### src/hw/rtl/emgf_pkg.sv
// Shared types, constants and helper functions of the exponential fit unit.
`default_nettype none

package emgf_pkg;

   localparam int unsigned EXP_TABLE_SIZE = 64;
   localparam int unsigned TAB_BITS       = $clog2(EXP_TABLE_SIZE);
   localparam int unsigned TAYLOR_TERMS   = 20;
   localparam logic [32:0] LOG2E_Q30      = 33'd1549082005;
   localparam logic [63:0] LN2_Q30        = 64'd744261118;
   localparam logic signed [22:0] ARG_LIMIT = 23'sd2097152;

   localparam logic [31:0] INIT_A_RST     = 32'd13107;
   localparam logic [31:0] INIT_B_RST     = 32'd6554;
   localparam logic [31:0] LEARN_RATE_RST = 32'd4294967;
   localparam logic [31:0] STOP_STEP_RST  = 32'd429497;
   localparam logic [17:0] PASS_LIMIT_RST = 18'd200000;

   typedef enum logic [2:0] {
      CSR_INIT_A     = 3'd0,
      CSR_INIT_B     = 3'd1,
      CSR_LEARN_RATE = 3'd2,
      CSR_STOP_STEP  = 3'd3,
      CSR_PASS_LIMIT = 3'd4
   } csr_idx_type;

   typedef enum logic [5:0] {
      ST_IDLE, ST_INIT, ST_PCHK, ST_CINIT, ST_FETCH, ST_MT, ST_MY, ST_TAB, ST_INT,
      ST_SCL, ST_PRED, ST_DIFF, ST_DMUL, ST_G1, ST_G2, ST_G3, ST_CACC,
      ST_DA_GO, ST_DA_WT, ST_DB_GO, ST_DB_WT, ST_UA, ST_UA2, ST_UB, ST_UB2,
      ST_CV_DA, ST_CV_DB, ST_CV_EE, ST_CV_CMP, ST_CD_GO, ST_CD_WT, ST_OUT
   } state_type;

   typedef logic [32:0] exp_tab_type [EXP_TABLE_SIZE+1];

   // 2^(i/size) in Q3.30 by a truncated Taylor series of e^(i*ln2/size)
   function automatic exp_tab_type build_exp_tab();
      exp_tab_type tab;
      logic [63:0] z;
      logic [63:0] term;
      logic [63:0] sum;
      for (int i = 0; i <= int'(EXP_TABLE_SIZE); i++) begin
         z    = (64'(i) * LN2_Q30) / EXP_TABLE_SIZE;
         term = 64'd1 << 30;
         sum  = term;
         for (int j = 1; j <= int'(TAYLOR_TERMS); j++) begin
            term = ((term * z) >> 30) / 64'(j);
            sum  = sum + term;
         end
         tab[i] = sum[32:0];
      end
      return tab;
   endfunction

   localparam exp_tab_type EXP_TAB = build_exp_tab();

   function automatic logic signed [31:0] sat32(input logic signed [67:0] v);
      if (v > 68'sh0_7FFF_FFFF)       return 32'sh7FFF_FFFF;
      else if (v < -68'sh0_8000_0000) return -32'sh8000_0000;
      else                            return v[31:0];
   endfunction

   function automatic logic signed [63:0] sadd64(input logic signed [63:0] acc,
                                                 input logic signed [31:0] g);
      logic signed [64:0] s;
      s = 65'(acc) + 65'(g);
      if (s[64] != s[63]) return s[64] ? {1'b1, 63'd0} : {1'b0, {63{1'b1}}};
      else                return s[63:0];
   endfunction

endpackage

`default_nettype wire

### src/hw/rtl/emgf_div.sv
// Restoring divider, 64-bit unsigned dividend, one quotient bit per cycle.
`default_nettype none

module emgf_div
   import emgf_pkg::*;
#(
   parameter int unsigned DVW = 12
) (
   input  wire logic           clock,
   input  wire logic           reset,
   input  wire logic           start,
   input  wire logic [63:0]    dividend,
   input  wire logic [DVW-1:0] divisor,
   output logic                done,
   output logic [63:0]         quotient
);

   logic           run_ff, run_in;
   logic           done_ff, done_in;
   logic [5:0]     cnt_ff, cnt_in;
   logic [DVW-1:0] rem_ff, rem_in;
   logic [63:0]    quo_ff, quo_in;
   logic [DVW:0]   rem_sh;
   logic           ge;

   always_comb begin
      rem_sh  = {rem_ff, quo_ff[63]};
      ge      = rem_sh >= {1'b0, divisor};
      run_in  = run_ff;
      done_in = 1'b0;
      cnt_in  = cnt_ff;
      rem_in  = rem_ff;
      quo_in  = quo_ff;
      if (start) begin
         run_in = 1'b1;
         cnt_in = '0;
         rem_in = '0;
         quo_in = dividend;
      end else if (run_ff) begin
         rem_in = ge ? DVW'(rem_sh - {1'b0, divisor}) : rem_sh[DVW-1:0];
         quo_in = {quo_ff[62:0], ge};
         cnt_in = cnt_ff + 6'd1;
         // last quotient bit goes in now
         if (cnt_ff == 6'd63) begin
            run_in  = 1'b0;
            done_in = 1'b1;
         end
      end
   end

   always_ff @(posedge clock) begin
      if (reset) begin
         run_ff  <= 1'b0;
         done_ff <= 1'b0;
         cnt_ff  <= '0;
      end else begin
         run_ff  <= run_in;
         done_ff <= done_in;
         cnt_ff  <= cnt_in;
      end
      rem_ff <= rem_in;
      quo_ff <= quo_in;
   end

   assign done     = done_ff;
   assign quotient = quo_ff;

endmodule

`default_nettype wire

### config.mk
export PLATFORM = sky130hd
export DESIGN_NAME = emgf_div
export DESIGN_NICKNAME = d
export VERILOG_FILES = /design/src/hw/rtl/emgf_pkg.sv /design/src/hw/rtl/emgf_div.sv
export SDC_FILE = /design/constraint.sdc
export NUM_CORES = 1
export LEC_CHECK = 0
export BUFFER_PORTS_ARGS = -buffer_cell sky130_fd_sc_hd__buf_4
export CELL_PAD_IN_SITES_DETAIL_PLACEMENT = 0
export CELL_PAD_IN_SITES_GLOBAL_PLACEMENT = 1
export CORE_MARGIN = 5
export CORE_UTILIZATION = 39
export CTS_CLUSTER_SIZE = 25
export DETAILED_ROUTE_END_ITERATION = 8
export PLACE_DENSITY = 0.76
export SLEW_MARGIN = 10
export SYNTH_ARGS = -nofsm -noshare
export SYNTH_HDL_FRONTEND = slang
export SYNTH_SLANG_ARGS = --single-unit
### constraint.sdc
create_clock -name clock -period 3.4 [get_ports clock]
set_input_delay 0.51 -clock clock [delete_from_list [all_inputs] [get_ports clock]]
set_output_delay 0.51 -clock clock [all_outputs]
set_load 0.05 [all_outputs]
Word-level counts from Yosys, hierarchy flattened --
Index checks and enable logic that the tools add are counted.
Storage, ports and cells: output and inout port bits 65, latch bits 0, input port bits 79, memory bits (read-only) 0, flip-flop bits (word level) 84, word-level logic and storage cells 20, memories 0, RAM bits 0
Operators by class: reductions and logical operators 3, muxes and demuxes 7, equality and inequality tests 1, shift operators 0, $mul 0, add/subtract/negate cells 2, magnitude comparators 1, bitwise gates (word level) 1, divide/modulo/power cells 0
Operator list (count):
- $mux W64 | 2
- $ge A13 B12 Y1 | 1
- $mux W12 | 1
- $sub A12 B12 Y12 | 1
- $add A6 B1 Y6 const B | 1
- $eq A6 B6 Y1 const B | 1
- $mux W1 | 4
- $reduce_or A3 Y1 | 1
- $reduce_bool A2 Y1 | 1
- $reduce_or A2 Y1 | 1
- $not A1 Y1 | 1

Longest topological paths before layout --
depth in word-level cells 4, depth in mapped cells 10

Worst setup path before layout --
No wires, ideal clock.
kind input to register, from input port start, to register quo_ff[0] (netlist: quotient[0]) (enable), data arrival time 2.183 ns, required time 3.006 ns, path slack 0.823 ns, stages 4, path buffers 3, setup time 0.394 ns, cells stage by stage clkbuf_1 clkbuf_1 clkbuf_1 or2_2
Between the ends: cells in the longest elaborated chain, start to end 1
Ends and longest elaborated chain:
- start: declaration | RTL line emgf_div.sv:11 | input wire logic start,
- $reduce_bool A2 Y1 (no source line)
- end signal: assignment | RTL line emgf_div.sv:62 | quo_ff <= quo_in;
- end: declaration | RTL line emgf_div.sv:22 | logic [63:0] quo_ff, quo_in;
No other way between the ends. A chain may end at the register's enable or synchronous reset.

Worst setup path after layout --
from register quo_ff[63] (netlist: quotient[63]), to register rem_ff[10]
Between the ends: cells in the longest elaborated chain, start to end 2
Ends and longest elaborated chain:
- $sub A12 B12 Y12 or $ge A13 B12 Y1 (tied branches) | RTL line emgf_div.sv:40, emgf_div.sv:28
- $mux W12 * | RTL line emgf_div.sv:40 | rem_in = ge ? DVW'(rem_sh - {1'b0, divisor}) : rem_sh[DVW-1:0];
- end signal: assignment | RTL line emgf_div.sv:61 | rem_ff <= rem_in;
- end: declaration | RTL line emgf_div.sv:21 | logic [DVW-1:0] rem_ff, rem_in;
Every way passes the cells marked *; elsewhere a longest branch is shown, timed or not.

==> qor.yml <==
clk_latency_ns: 0.34
dieArea_mm2: 0.0129
synth_ff_type: "edfxtp_1"
setup_tns_ns: 0
required_ns: 3.66
drc_errors: 0
fin_crit_ns: 2.51
ys_seq_elements: 84
yosysUniqueCellTypes: 47
startpoint_type: "register"
tritoncts: "yes"
hold_depth: 2
multiInputGateArea_mm2: 0.00174
hold_path.class: "in -> reg"
area_growth_pct: 33.5
synth_seq_area_share_pct: 55.5
cts_buffers: 9
io_pins: 144
core-area_mm2: 0.0104
ys_top_cells_by_area: "edfxtp_1 46%, mux2_2 17%, dfxtp_1 9.6%"
grt_pass1_wl_um: 15800
num_vias: 3057
h-tree-depth: 3
post-cts-setup-buffer-count: 0
min_period_over_period_pct: 73.8
drtAntennaViolNets: 0
worst_slew_pin_slew_ns: 0.923
fillers: 944
finClkSkew_ns: 0.00963
p_leak_uw: 0.00231
path_class: "reg -> reg"
p_per_area_mw_per_mm2: 499
vias_per_cell: 5.00
synth_top_area_share_pct: 45.9
ys_async_sr_fraction_pct: 0
fin_area_mm2: 0.00558
num_antenna_cells: 0
antenna_found_initial: 0
first_iter_violations: 182
arrival_ns: 2.77
start_util_pct: 40.2
drive_above_1_share_pct: 49.5
die_h_um: 114
grt_pass1_vias: 3050
dp.cells: 595
routed_wl_um: 10300
r2r_cells: 9
cts.repair.resized: 0
regArea_mm2: 0.00232
die_w_um: 114
wl_per_cell_um: 16.9
numClockSinks: 84
timing.fmax_mhz: 399
cts_buffer_depth: 2
setup_viol: 0
cp_max_fo: 4
final_cells: 611
io_buffers: 143
critPathCaptureType: "register"
gr-total-overflow: 0
synth_edf_count: 64
yosys_warnings: 0
ys_top_cells_by_count: "64 x edfxtp_1, 64 x mux2_2, 26 x nor2_1"
vdd_drop_max_mv: 0.291
dpl_cell_area_mm2: 0.00539
syn-cell-area_mm2: 0.00418
std_cell_rows: 37
status: "complete, no violations"
fin_nets: 563
grt_max_degree: 79
root_buffer: "clkbuf_8"
dp_hpwl_um: 7710
hold_violations: 0
ctsHoldBuffers: 0
syn_nets: 422
place_congestion: 0.827
groute.usage.overall_pct: 15.4
yosysTopAreaCell: "edfxtp_1"
finalMaxSlewViolations: 0
avgSynthCellArea_um2: 12.7
path_clk_slew_ns: 0.08
drtPass1Iterations: 4
synthCells: 329
rsz0062_at_grt: "no"
maxCapViolations: 0
slew_headroom_pct: 38.5
rrSetupSlack_ns: 0.89
==> registers in the layout, summed over array words and instances (netlist names) <==
register / flops
cnt_ff: 6
done: 1
quotient: 64
rem_ff: 12
run_ff: 1
==> logic make-up after synthesis <==
family | share of synthesized area (%)
xor gates and xnor gates | 2.09
DFF | 55.5
muxes | 18.1
and+or+nand+nor | 7.80
AOI/OAI and AO/OA | 9.21
buffers and inverters | 2.96
adders and majority gates | 4.37
==> worst max-delay path, stage by stage, from the launching register on <==
cell and delay [ns]:
edfxtp_1 0.37, inv_1 0.08, ha_1 0.22, fa_1 0.42
nor2b_1 0.18, o21bai_1 0.09, a21boi_0 0.47, o221ai_1 0.26
xor2_1 0.18, o21ai_0 0.16
==> report_power, final <==
group	internal (uW)	switching [uW]	total, uW	leakage (uW)
logic	301	504	805	0.00140
registers	1220	53.0	1270	0.000807
clock network	344	364	708	0.0000997
==> cell type report <==
type	count	area share, %
repair buffers	145	19.7
multi-input cells	215	31.1
clock buffers	9	2.22
well taps	136	3.05
inverters	15	1.01
clock inverters	7	1.30
flip-flops and latches	84	41.6
==> final timing paths <==
check,from,end
worst min-delay path,reset,run_ff$_SDFF_PP0_
worst max register to register,quotient[63]$_DFFE_PP_,rem_ff[10]$_SDFFE_PP0P_
worst max-delay path,quotient[63]$_DFFE_PP_,rem_ff[10]$_SDFFE_PP0P_
worst min register to register,cnt_ff[5]$_SDFFE_PP0P_,done$_SDFF_PP0_
==> layout by cell type, fill, tap and decap left out, types with 6 or more instances in the layout <==
cell / count
edfxtp_1: 64
buf_4: 144
clkbuf_8: 9
ha_1: 13
mux2_2: 64
a311oi_1: 7
nor2_1: 26
inv_1: 15
a21oi_1: 9
nand2_1: 22
o21ai_0: 11
xor2_1: 6
dfxtp_1: 20
==> per-stage QoR <==
| stage | hold WS (ns) | worst slack [ns] | utilization, % | power (uW) |
|---|---|---|---|---|
| detailed placement | 0.483 | 0.761 | 51.7 | 2100 |
| global placement | 0.468 | 0.785 | 51.7 | 2100 |
| global route | 0.301 | 0.748 | 53.6 | 2920 |
| finish | 0.322 | 0.891 | 53.6 | 2790 |
| floorplan | 0.445 | 0.823 | - | 1840 |
| CTS | 0.302 | 0.963 | 53.6 | 2820 |
==> routing by layer <==
layer / vias up / wire (um) / global-route usage [%]
met5: - / 0 / 0
met3: 13 / 708 / 4.88
met2: 94 / 5360 / 27.3
li1: 1506 / - / -
met1: 1444 / 4060 / 18.3
met4: 0 / 185 / 3.61
Note: power is estimated with default switching activity, not from simulation.
